**config.mk**
```make
export PLATFORM = sky130hd
export DESIGN_NAME = vertex_bounding_box_area
export DESIGN_NICKNAME = d
export VERILOG_FILES = /design/src/hw/rtl/vbba_pkg.sv /design/src/hw/rtl/vbba_tracker.sv /design/src/hw/rtl/vbba_area.sv /design/src/hw/rtl/vertex_bounding_box_area.sv
export SDC_FILE = /design/constraint.sdc
export NUM_CORES = 2
export LEC_CHECK = 0
export BUFFER_PORTS_ARGS = -buffer_cell sky130_fd_sc_hd__buf_4
export CAP_MARGIN = 40
export CORE_UTILIZATION = 40
export CTS_CLUSTER_DIAMETER = 120
export CTS_CLUSTER_SIZE = 30
export DETAILED_ROUTE_END_ITERATION = 8
export GPL_TIMING_DRIVEN = 1
export PLACE_DENSITY = 0.56
export SETUP_SLACK_MARGIN = 0.2
export SLEW_MARGIN = 20
export SYNTH_ARGS = -nofsm -noshare
export SYNTH_HDL_FRONTEND = slang
export SYNTH_SLANG_ARGS = --single-unit
```
**constraint.sdc**
```tcl
create_clock -name aclk -period 12.7 [get_ports aclk]
set_clock_uncertainty 0.1 [all_clocks]
set_input_delay 1.27 -clock aclk [delete_from_list [all_inputs] [get_ports aclk]]
set_output_delay 1.27 -clock aclk [all_outputs]
set_load 0.02 [all_outputs]
```
**src/hw/rtl/vbba_pkg.sv**
```systemverilog
`timescale 1ns / 1ps

package vbba_pkg;

    // Width of the reported area; wider results saturate to all ones.
    localparam int unsigned BOX_AREA_W = 32;

    typedef logic [BOX_AREA_W-1:0] box_area_t;

    localparam box_area_t BOX_AREA_MAX = '1;

endpackage

```
**src/hw/rtl/vbba_tracker.sv**
```systemverilog
`timescale 1ns / 1ps

module vbba_tracker import vbba_pkg::*; #(
    parameter int unsigned COORD_BITS = 16
) (
    input  logic                         aclk,
    input  logic                         aresetn,
    input  logic                         take,
    input  logic signed [COORD_BITS-1:0] in_x,
    input  logic signed [COORD_BITS-1:0] in_y,
    input  logic signed [COORD_BITS:0]   in_sum,
    input  logic signed [COORD_BITS:0]   in_diff,
    input  logic                         in_last,
    output logic                         ready,
    output logic                         span_valid,
    input  logic                         span_ready,
    output logic        [COORD_BITS-1:0] span_x,
    output logic        [COORD_BITS-1:0] span_y,
    output logic        [COORD_BITS:0]   span_sum,
    output logic        [COORD_BITS:0]   span_diff
);

    localparam int unsigned CW = COORD_BITS;

    logic                 set_empty_reg, set_empty_next;
    logic                 span_valid_reg, span_valid_next;
    logic signed [CW-1:0] low_x_reg, high_x_reg, low_y_reg, high_y_reg;
    logic signed [CW-1:0] low_x_next, high_x_next, low_y_next, high_y_next;
    logic signed [CW:0]   low_sum_reg, high_sum_reg, low_diff_reg, high_diff_reg;
    logic signed [CW:0]   low_sum_next, high_sum_next, low_diff_next, high_diff_next;
    logic        [CW-1:0] span_x_reg, span_y_reg;
    logic        [CW:0]   span_sum_reg, span_diff_reg;
    logic signed [CW:0]   dx_w, dy_w;
    logic signed [CW+1:0] ds_w, dd_w;

    // The first vertex of a set loads every extreme, later ones widen them.
    always_comb begin
        low_x_next     = (set_empty_reg || in_x < low_x_reg)     ? in_x    : low_x_reg;
        high_x_next    = (set_empty_reg || in_x > high_x_reg)    ? in_x    : high_x_reg;
        low_y_next     = (set_empty_reg || in_y < low_y_reg)     ? in_y    : low_y_reg;
        high_y_next    = (set_empty_reg || in_y > high_y_reg)    ? in_y    : high_y_reg;
        low_sum_next   = (set_empty_reg || in_sum < low_sum_reg)   ? in_sum  : low_sum_reg;
        high_sum_next  = (set_empty_reg || in_sum > high_sum_reg)  ? in_sum  : high_sum_reg;
        low_diff_next  = (set_empty_reg || in_diff < low_diff_reg) ? in_diff : low_diff_reg;
        high_diff_next = (set_empty_reg || in_diff > high_diff_reg)? in_diff : high_diff_reg;
    end

    assign dx_w = {high_x_next[CW-1], high_x_next} - {low_x_next[CW-1], low_x_next};
    assign dy_w = {high_y_next[CW-1], high_y_next} - {low_y_next[CW-1], low_y_next};
    assign ds_w = {high_sum_next[CW], high_sum_next} - {low_sum_next[CW], low_sum_next};
    assign dd_w = {high_diff_next[CW], high_diff_next} - {low_diff_next[CW], low_diff_next};

    assign ready           = !span_valid_reg || span_ready;
    assign set_empty_next  = take ? in_last : set_empty_reg;
    assign span_valid_next = (take && in_last) ? 1'b1 :
                             (span_ready ? 1'b0 : span_valid_reg);

    always_ff @(posedge aclk) begin
        if (!aresetn) begin
            set_empty_reg  <= 1'b1;
            span_valid_reg <= 1'b0;
        end else begin
            set_empty_reg  <= set_empty_next;
            span_valid_reg <= span_valid_next;
        end
    end

    always_ff @(posedge aclk) begin
        if (take) begin
            low_x_reg     <= low_x_next;
            high_x_reg    <= high_x_next;
            low_y_reg     <= low_y_next;
            high_y_reg    <= high_y_next;
            low_sum_reg   <= low_sum_next;
            high_sum_reg  <= high_sum_next;
            low_diff_reg  <= low_diff_next;
            high_diff_reg <= high_diff_next;
        end
        if (take && in_last) begin
            span_x_reg    <= dx_w[CW-1:0];
            span_y_reg    <= dy_w[CW-1:0];
            span_sum_reg  <= ds_w[CW:0];
            span_diff_reg <= dd_w[CW:0];
        end
    end

    assign span_valid = span_valid_reg;
    assign span_x     = span_x_reg;
    assign span_y     = span_y_reg;
    assign span_sum   = span_sum_reg;
    assign span_diff  = span_diff_reg;

endmodule

```
**src/hw/rtl/vbba_area.sv**
```systemverilog
`timescale 1ns / 1ps

module vbba_area import vbba_pkg::*; #(
    parameter int unsigned COORD_BITS = 16
) (
    input  logic                  aclk,
    input  logic                  aresetn,
    input  logic                  span_valid,
    output logic                  span_ready,
    input  logic [COORD_BITS-1:0] span_x,
    input  logic [COORD_BITS-1:0] span_y,
    input  logic [COORD_BITS:0]   span_sum,
    input  logic [COORD_BITS:0]   span_diff,
    output logic                  m_valid,
    input  logic                  m_ready,
    output box_area_t             m_box_area,
    output logic                  m_diagonal_chosen
);

    localparam int unsigned CW     = COORD_BITS;
    localparam int unsigned AXIS_W = 2 * CW;
    localparam int unsigned DIAG_W = 2 * CW + 1;
    // At least one bit above the output width so the overflow test is always legal.
    localparam int unsigned WIDE_W = ((DIAG_W > BOX_AREA_W) ? DIAG_W : BOX_AREA_W) + 1;

    logic                prod_valid_reg, prod_valid_next;
    logic                out_valid_reg, out_valid_next;
    logic                prod_ready, out_ready;
    logic [AXIS_W-1:0]   axis_full, axis_reg;
    logic [DIAG_W:0]     diag_full;
    logic [DIAG_W-1:0]   diag_reg;
    logic                pick_diag;
    logic [DIAG_W-1:0]   pick_area;
    logic [WIDE_W-1:0]   wide_area;
    box_area_t           area_sat;
    box_area_t           area_reg;
    logic                diag_chosen_reg;

    assign axis_full = {{CW{1'b0}}, span_x} * {{CW{1'b0}}, span_y};
    assign diag_full = {{(CW + 1){1'b0}}, span_sum} * {{(CW + 1){1'b0}}, span_diff};

    // A tie keeps the axis-aligned area.
    assign pick_diag = diag_reg < {1'b0, axis_reg};
    assign pick_area = pick_diag ? diag_reg : {1'b0, axis_reg};
    assign wide_area = WIDE_W'(pick_area);
    assign area_sat  = (|wide_area[WIDE_W-1:BOX_AREA_W]) ? BOX_AREA_MAX
                                                        : wide_area[BOX_AREA_W-1:0];

    assign out_ready  = !out_valid_reg || m_ready;
    assign prod_ready = !prod_valid_reg || out_ready;
    assign span_ready = prod_ready;

    assign prod_valid_next = span_valid ? 1'b1 : (out_ready ? 1'b0 : prod_valid_reg);
    assign out_valid_next  = prod_valid_reg ? 1'b1 : (m_ready ? 1'b0 : out_valid_reg);

    always_ff @(posedge aclk) begin
        if (!aresetn) begin
            prod_valid_reg <= 1'b0;
            out_valid_reg  <= 1'b0;
        end else begin
            if (prod_ready) begin
                prod_valid_reg <= prod_valid_next;
            end
            if (out_ready) begin
                out_valid_reg <= out_valid_next;
            end
        end
    end

    always_ff @(posedge aclk) begin
        if (span_valid && prod_ready) begin
            axis_reg <= axis_full;
            diag_reg <= diag_full[DIAG_W:1];
        end
        if (prod_valid_reg && out_ready) begin
            area_reg        <= area_sat;
            diag_chosen_reg <= pick_diag;
        end
    end

    assign m_valid           = out_valid_reg;
    assign m_box_area        = area_reg;
    assign m_diagonal_chosen = diag_chosen_reg;

endmodule

```
**src/hw/rtl/vertex_bounding_box_area.sv**
```systemverilog
`timescale 1ns / 1ps
// The result of a set passes the input register, extreme tracker, multiplier stage and
// output register before m_valid. Throughput: one vertex per cycle while nothing stalls;
// each of these stages holds one request and stalls only when the one below is full.
// Reset: aresetn is synchronous and active low; it empties every stage and marks the
// next vertex as the first of a new set.

module vertex_bounding_box_area import vbba_pkg::*; #(
    parameter int unsigned COORD_BITS = 16
) (
    input  logic                         aclk,
    input  logic                         aresetn,
    input  logic                         s_valid,
    output logic                         s_ready,
    input  logic signed [COORD_BITS-1:0] s_vertex_x,
    input  logic signed [COORD_BITS-1:0] s_vertex_y,
    input  logic                         s_last_vertex,
    output logic                         m_valid,
    input  logic                         m_ready,
    output box_area_t                    m_box_area,
    output logic                         m_diagonal_chosen
);

    localparam int unsigned CW = COORD_BITS;

    logic                 in_valid_reg, in_valid_next;
    logic signed [CW-1:0] in_x_reg, in_y_reg;
    logic signed [CW:0]   in_sum_reg, in_diff_reg;
    logic                 in_last_reg;
    logic                 in_move;
    logic                 trk_ready;
    logic                 span_valid, span_ready;
    logic        [CW-1:0] span_x, span_y;
    logic        [CW:0]   span_sum, span_diff;

    // A vertex without the last mark never waits: it only updates the extremes.
    assign in_move       = in_valid_reg && (!in_last_reg || trk_ready);
    assign s_ready       = !in_valid_reg || in_move;
    assign in_valid_next = (s_valid && s_ready) ? 1'b1 : (in_move ? 1'b0 : in_valid_reg);

    always_ff @(posedge aclk) begin
        if (!aresetn) begin
            in_valid_reg <= 1'b0;
        end else begin
            in_valid_reg <= in_valid_next;
        end
    end

    always_ff @(posedge aclk) begin
        if (s_valid && s_ready) begin
            in_x_reg    <= s_vertex_x;
            in_y_reg    <= s_vertex_y;
            in_sum_reg  <= {s_vertex_x[CW-1], s_vertex_x} + {s_vertex_y[CW-1], s_vertex_y};
            in_diff_reg <= {s_vertex_x[CW-1], s_vertex_x} - {s_vertex_y[CW-1], s_vertex_y};
            in_last_reg <= s_last_vertex;
        end
    end

    vbba_tracker #(
        .COORD_BITS (COORD_BITS)
    ) u_tracker (
        .aclk       (aclk),
        .aresetn    (aresetn),
        .take       (in_move),
        .in_x       (in_x_reg),
        .in_y       (in_y_reg),
        .in_sum     (in_sum_reg),
        .in_diff    (in_diff_reg),
        .in_last    (in_last_reg),
        .ready      (trk_ready),
        .span_valid (span_valid),
        .span_ready (span_ready),
        .span_x     (span_x),
        .span_y     (span_y),
        .span_sum   (span_sum),
        .span_diff  (span_diff)
    );

    vbba_area #(
        .COORD_BITS (COORD_BITS)
    ) u_area (
        .aclk              (aclk),
        .aresetn           (aresetn),
        .span_valid        (span_valid),
        .span_ready        (span_ready),
        .span_x            (span_x),
        .span_y            (span_y),
        .span_sum          (span_sum),
        .span_diff         (span_diff),
        .m_valid           (m_valid),
        .m_ready           (m_ready),
        .m_box_area        (m_box_area),
        .m_diagonal_chosen (m_diagonal_chosen)
    );

endmodule

```
## After elaboration in Yosys (flattened, before gate mapping)

Index checks and enable logic that the tools add are counted.

- $add $sub $neg: 6
- Multipliers: 2
- $lt $le $gt $ge: 9
- Muxes and demuxes: 17
- Reduce and logical (&&, ||, !) cells: 29

Operators by type and width:

| cell | count |
|---|---|
| $mux W17 | 4 |
| $mux W16 | 4 |
| $gt A17 B17 Y1 | 2 |
| $lt A17 B17 Y1 | 2 |
| $mul A17 B17 Y34 | 1 |
| $sub A17 B17 Y17 | 2 |
| $lt A33 B32 Y1 | 1 |
| $mux W33 | 1 |
| $gt A16 B16 Y1 | 2 |
| $lt A16 B16 Y1 | 2 |
| $mul A16 B16 Y32 | 1 |
| $sub A16 B16 Y16 | 2 |
| $add A16 B16 Y17 | 1 |
| $sub A16 B16 Y17 | 1 |
| $logic_or A1 B1 Y1 | 13 |
| $mux W1 | 8 |
| $reduce_bool A2 Y1 | 4 |
| $logic_and A1 B1 Y1 | 5 |
| $logic_not A1 Y1 | 5 |
| $reduce_and A2 Y1 | 2 |

- Register bits after elaboration: 368
- Bits of input ports: 37
- Output and inout bits: 35
- Logic and storage cells: 89

## Logic depth before layout (Yosys ltp)

- Depth after elaboration: 9
- Gate-level depth with buffers: 23
- Depth with buffers taken out: 22

## Cells and area by module

From an unflattened synthesis, not the netlist that was laid out.

- Cells, all modules: 4019
- Area total of the unflattened synthesis: 40010.9 um^2

Modules (own cells, without submodules):

| module | times used | cells each | area an instance (um^2) | sequential area each (um^2) |
|---|---|---|---|---|
| vbba_area | 1 | 2380 | 22531.6 | 2982.9 |
| vbba_tracker | 1 | 1319 | 13684.4 | 5985.7 |
| vertex_bounding_box_area | 1 | 320 | 3794.9 | 2001.9 |

## Worst setup path after synthesis

OpenSTA, ideal clock, no wires.

- Path kind: input port to flip-flop
- Start: input m_ready
- End: register u_tracker.span_diff_reg[0], in the netlist u_tracker.span_diff[0], enable pin
- Setup time: 419 ps
- Arrival time: 10455 ps
- Required time: 12181 ps
- Setup slack: 1725 ps
- Cell stages on the path: 5
- Cell sequence: nor2b_1 -> and2_1 -> a31oi_1 -> nand2_1 -> inv_1

- Word-level cells in the longest chain between the ends: 6

RTL lines:

| item | RTL line | RTL |
|---|---|---|
| start, declared | vertex_bounding_box_area.sv:19 | `input logic m_ready,` |
| $logic_or A1 B1 Y1 | vbba_area.sv:49 | `assign out_ready = !out_valid_reg \|\| m_ready;` |
| $logic_or A1 B1 Y1 | vbba_area.sv:50 | `assign prod_ready = !prod_valid_reg \|\| out_ready;` |
| $logic_or A1 B1 Y1 | vbba_tracker.sv:53 | `assign ready = !span_valid_reg \|\| span_ready;` |
| $logic_or A1 B1 Y1 | vertex_bounding_box_area.sv:37 | `assign in_move = in_valid_reg && (!in_last_reg \|\| trk_ready);` |
| $logic_and A1 B1 Y1 | vertex_bounding_box_area.sv:37 |  |
| via in_move | vertex_bounding_box_area.sv:30 | `logic in_move;` |
| $logic_and A1 B1 Y1 | vbba_tracker.sv:79 | `if (take && in_last) begin` |
| end signal, assigned | vbba_tracker.sv:83 | `span_diff_reg <= dd_w[CW:0];` |
| end, declared | vbba_tracker.sv:32 | `logic [CW:0] span_sum_reg, span_diff_reg;` |

The timed path passes the listed nets, and every way through them passes these cells.
A chain may end at the register's enable or synchronous reset.

## Final worst setup path

- Start: register u_tracker.span_sum_reg[7], in the netlist u_tracker.span_sum[7]
- End: register u_area.diag_reg[30], data pin

- Word-level cells in the longest chain between the ends: 1

RTL lines:

| item | RTL line | RTL |
|---|---|---|
| start, declared | vbba_tracker.sv:32 |  |
| start signal, assigned | vbba_tracker.sv:82 | `span_sum_reg <= ds_w[CW:0];` |
| $mul A17 B17 Y34 | vbba_area.sv:40 | `assign diag_full = {{(CW + 1){1'b0}}, span_sum} * {{(CW + 1){1'b0}}, span_diff};` |
| via u_area.diag_full[31] | vbba_area.sv:30 | `logic [DIAG_W:0] diag_full;` |
| end signal, assigned | vbba_area.sv:73 | `diag_reg <= diag_full[DIAG_W:1];` |
| end, declared | vbba_area.sv:31 | `logic [DIAG_W-1:0] diag_reg;` |

The timed path passes the listed nets, and every way through them passes these cells.

==> results <==
- In this design, the largest share of critical-path delay is due to adder cells.
- The I/O pin count is 72.
- The layout cell share with drive strength beyond 1 is slightly below 6%.
- The sink of the worst hold path is u_area.m_valid$_SDFFE_PN0P_.
- Post-CTS repair changed the size of 0 cells.
- The area growth from synthesis to layout is 6.812%.
- In the final routed layout, each cell accounts on average for 18.15 µm.
- The worst-case setup margin in the final layout is 6.030 ns.
- At the worst endpoint, the arrival time is 6.85 ns.
- The DRC violations left is 0.
- Dividing the detail-routed via count by the number of cells gives 5.039.
- The count of flip-flops with a built-in enable after synthesis is 362.
- The largest fanout on the critical path is 17.
- The count of endpoints failing setup in the final report is 0.
- The area after detailed placement is between 40000 and 50000 µm².
- Yosys attributes the largest share of cell area to edfxtp_1 28%, fa_1 22%, ha_1 15%.
- The number of antenna violations at the first check in global routing is 0.
- Counting along the longest clock path gives a buffer depth of 3.
- In the global route stage, overall resource usage came out at a little under a fifth.
- The kind of path behind the tightest hold check is reg -> reg.
- The critical path in this run is classified as reg -> reg.
- The most common cell in the netlist is inv_1.
- The cell area that synthesis handed to floorplanning was 39360 µm².
- The vertical die dimension is ~320 µm.
- CTS built an H-tree with a depth of 1.
- The instance count along the most critical hold path is 1.
- The proportion of register bits with asynchronous set or reset after synthesis is 0%.
- The cell count after synthesis is 3910.
- The required time reported for the critical path endpoint is 12.88 ns.
- The starting density of the core is 40.52%.
- Setup repair after global routing left no endpoint under its margin.
- Traced cell by cell, the critical path runs through and2_1 > fa_1 > inv_1 > fa_1 > fa_1 > fa_1 > inv_1 > fa_1 > inv_1 > fa_1 > inv_1 > ha_1 > a21oi_1 > o21ai_0 > a21oi_1 > a21oi_1 > or3_1 > a211oi_2 > o21a_1 > o311ai_1.
- The number of buffers and inverters on the critical path is 4.
- The sequential-to-total area share from yosys stat is 27.87%.
- The worst register-to-register path ends at u_area.diag_reg[30]$_DFFE_PP_.
- The weighted congestion at the end of routability-driven global placement is between 0.8 and 0.9.
- The logic depth of the worst path, buffers included is 20.
- Max-cap violations in this run came to 0.
- Sorting the synthesized cells by how often they occur yields 805 x inv_1, 465 x ha_1, 424 x fa_1.
- The worst setup path is launched from a register.
- Row generation in the floorplan step produced 114 rows.
- STA classifies the critical path endpoint as a register.
- The post-place setup slack is 6.060 ns.
- In this run the remaining antenna-violating nets after routing total 0.
- After global routing the overflow that remains totals 0.
- After synthesis the netlist holds a flip-flop and latch count of 367.
- The post-CTS setup-driven buffer insertion count is 0.
- The time the final worst path needs with I/O delays and setup is 6.670 ns.
- The violation count after the first detailed-route iteration is 1700.
- The critical path's most frequent cell is fa_1.
- At the end of the flow, the number of nets in the layout was about 4800.
- After clock tree synthesis, the clock-pin slew on the worst setup and hold paths is about 0.12 ns.
- The final wirelength is 94540 µm.
- The final critical path takes up between 50% and 60% of the cycle.
- The region available for standard cell placement spans 97140 µm².
- Yosys printed 0 warnings.
- The wire length of the first global-routing pass is about 150000 µm.
- The post-route setup TNS is 0 ns.
- Among all flip-flop cells after synthesis, the most frequent one is edfxtp_1.
- The via count of the first global-routing pass is 26520.
- The number of antenna diodes is 0.
- Timing would allow up to 149.9 MHz.
- The transition at the pin with the smallest max-transition slack is 0.8411 ns.
- The worst register-to-register path has a depth of 20.
- The worst flop-to-flop path startpoint is u_tracker.span_sum[7]$_DFFE_PP_.
- The slowest library cell on the worst path is edfxtp_1.
- The hold buffer count at CTS is 0.
- CTS placed an instance of clkbuf_16 at the clock tree root.
- The library cell occupying the most area in the post-synthesis netlist is edfxtp_1.
- The largest incremental delay on the critical path is 0.73 ns.
- The detailed-routing iteration count for the pre-antenna-repair pass is 5.
- The largest net degree at the start of global routing is 67.
- The total number of vias is 26250.
- The width of the die is 315.7 µm.
- The number of different library cells in the post-synthesis netlist is 77.
- The number of buffers created by CTS is 19.
- The register with the most flip-flops in the layout has 33 of them.
- The number of port buffers is 71.
- The final number of max-transition violations is 0.
- The TritonCTS clock tree is done.
- The run finished with clean final reports.
- The tightest slew margin relative to the limit is 42.48%.
- The share of the synthesized area in the top cell type is 27.62%.
- The total die area is 99660 µm².
- The launch instance of the worst min-delay path is u_area.prod_valid_reg$_SDFFE_PN0P_.
- Once detailed placement completed, the half-perimeter wirelength came to approximately 76000 µm.
- The count of clock tree sinks is 367.
- The post-route cell area is 42040 µm².
- Clock latency on the worst-skew pair, taken at its later pin, is 0.60 ns.
- The average cell area after synthesis is around 10 µm².
- The number of nets in the synthesized netlist is 4836.
- The worst register-to-register path has a setup slack of approximately 6 ns.
- The final number of hold-violating endpoints came to 0.
- Final hold analysis gives a worst-case slack of just over 0.4 ns.
-- metal layers --
| metal | part of all wire (%) | global-route usage [%] | wire [µm] |
|---|---|---|---|
| met1 | 50 | 28.31 | 46880 |
| met2 | 44 | 30.27 | 41840 |
| met3 | 3.9 | 2.138 | 3727 |
| met4 | 2.2 | 4.095 | 2092 |
| met5 | 0 | 0 | 0 |
-- area by class of cell --
type,count,area [µm²]
clock buffer,24,494.2
clock inverter,8,146.4
fill,9353,55090
inverter,805,3022
multi-input combinational,2638,25000
sequential,367,10970
tap,1276,1597
timing repair buffer,92,815.8
-- how the worst max path moves through the flow --
stage                                               start                               end  slack (ns)
after floorplan                                   m_ready  u_tracker.span_diff[0]$_DFFE_PP_        1.73
after global placement      u_tracker.span_y[2]$_DFFE_PP_     u_area.axis_reg[30]$_DFFE_PP_        6.11
after detailed placement    u_tracker.span_y[1]$_DFFE_PP_     u_area.axis_reg[29]$_DFFE_PP_        6.06
after CTS                   u_tracker.span_x[9]$_DFFE_PP_     u_area.axis_reg[29]$_DFFE_PP_        6.04
after global routing        u_tracker.span_x[9]$_DFFE_PP_     u_area.axis_reg[29]$_DFFE_PP_        5.67
final                     u_tracker.span_sum[7]$_DFFE_PP_     u_area.diag_reg[30]$_DFFE_PP_        6.03
-- stage by stage --
stage          utilization [%]  std cells
2_1_floorplan                -       3910
3_3_place_gp             42.44       5171
3_5_place_dp             42.57       5176
4_1_cts                  43.23       5208
5_1_grt                  43.28       5210
6_report                 43.28       5210
-- placed cells by master (no fill, tap or decap), types with 34 or more instances in the layout --
cell	count
edfxtp_1	362
buf_4	85
xnor2_1	104
mux2i_1	34
nor3_1	39
fa_1	424
a21o_1	50
mux2_2	81
o21ai_0	103
and2_1	264
nor2_1	116
ha_1	465
nand2_1	394
a21oi_1	160
nand3_1	36
inv_1	804
-- kinds of logic after synthesis --
kind of cell             synth area share (%)
AO/OA/AOI/OAI                           8.497
flip-flops                              27.87
buffers and inverters                   8.716
XOR/XNOR                                3.093
AND/OR/NAND/NOR                         12.18
adder cells (fa/ha/maj)                 36.35
multiplexers                            3.296
Power is not shown: default switching activity piles up to over one toggle a cycle in this logic, so the estimate is an artifact.
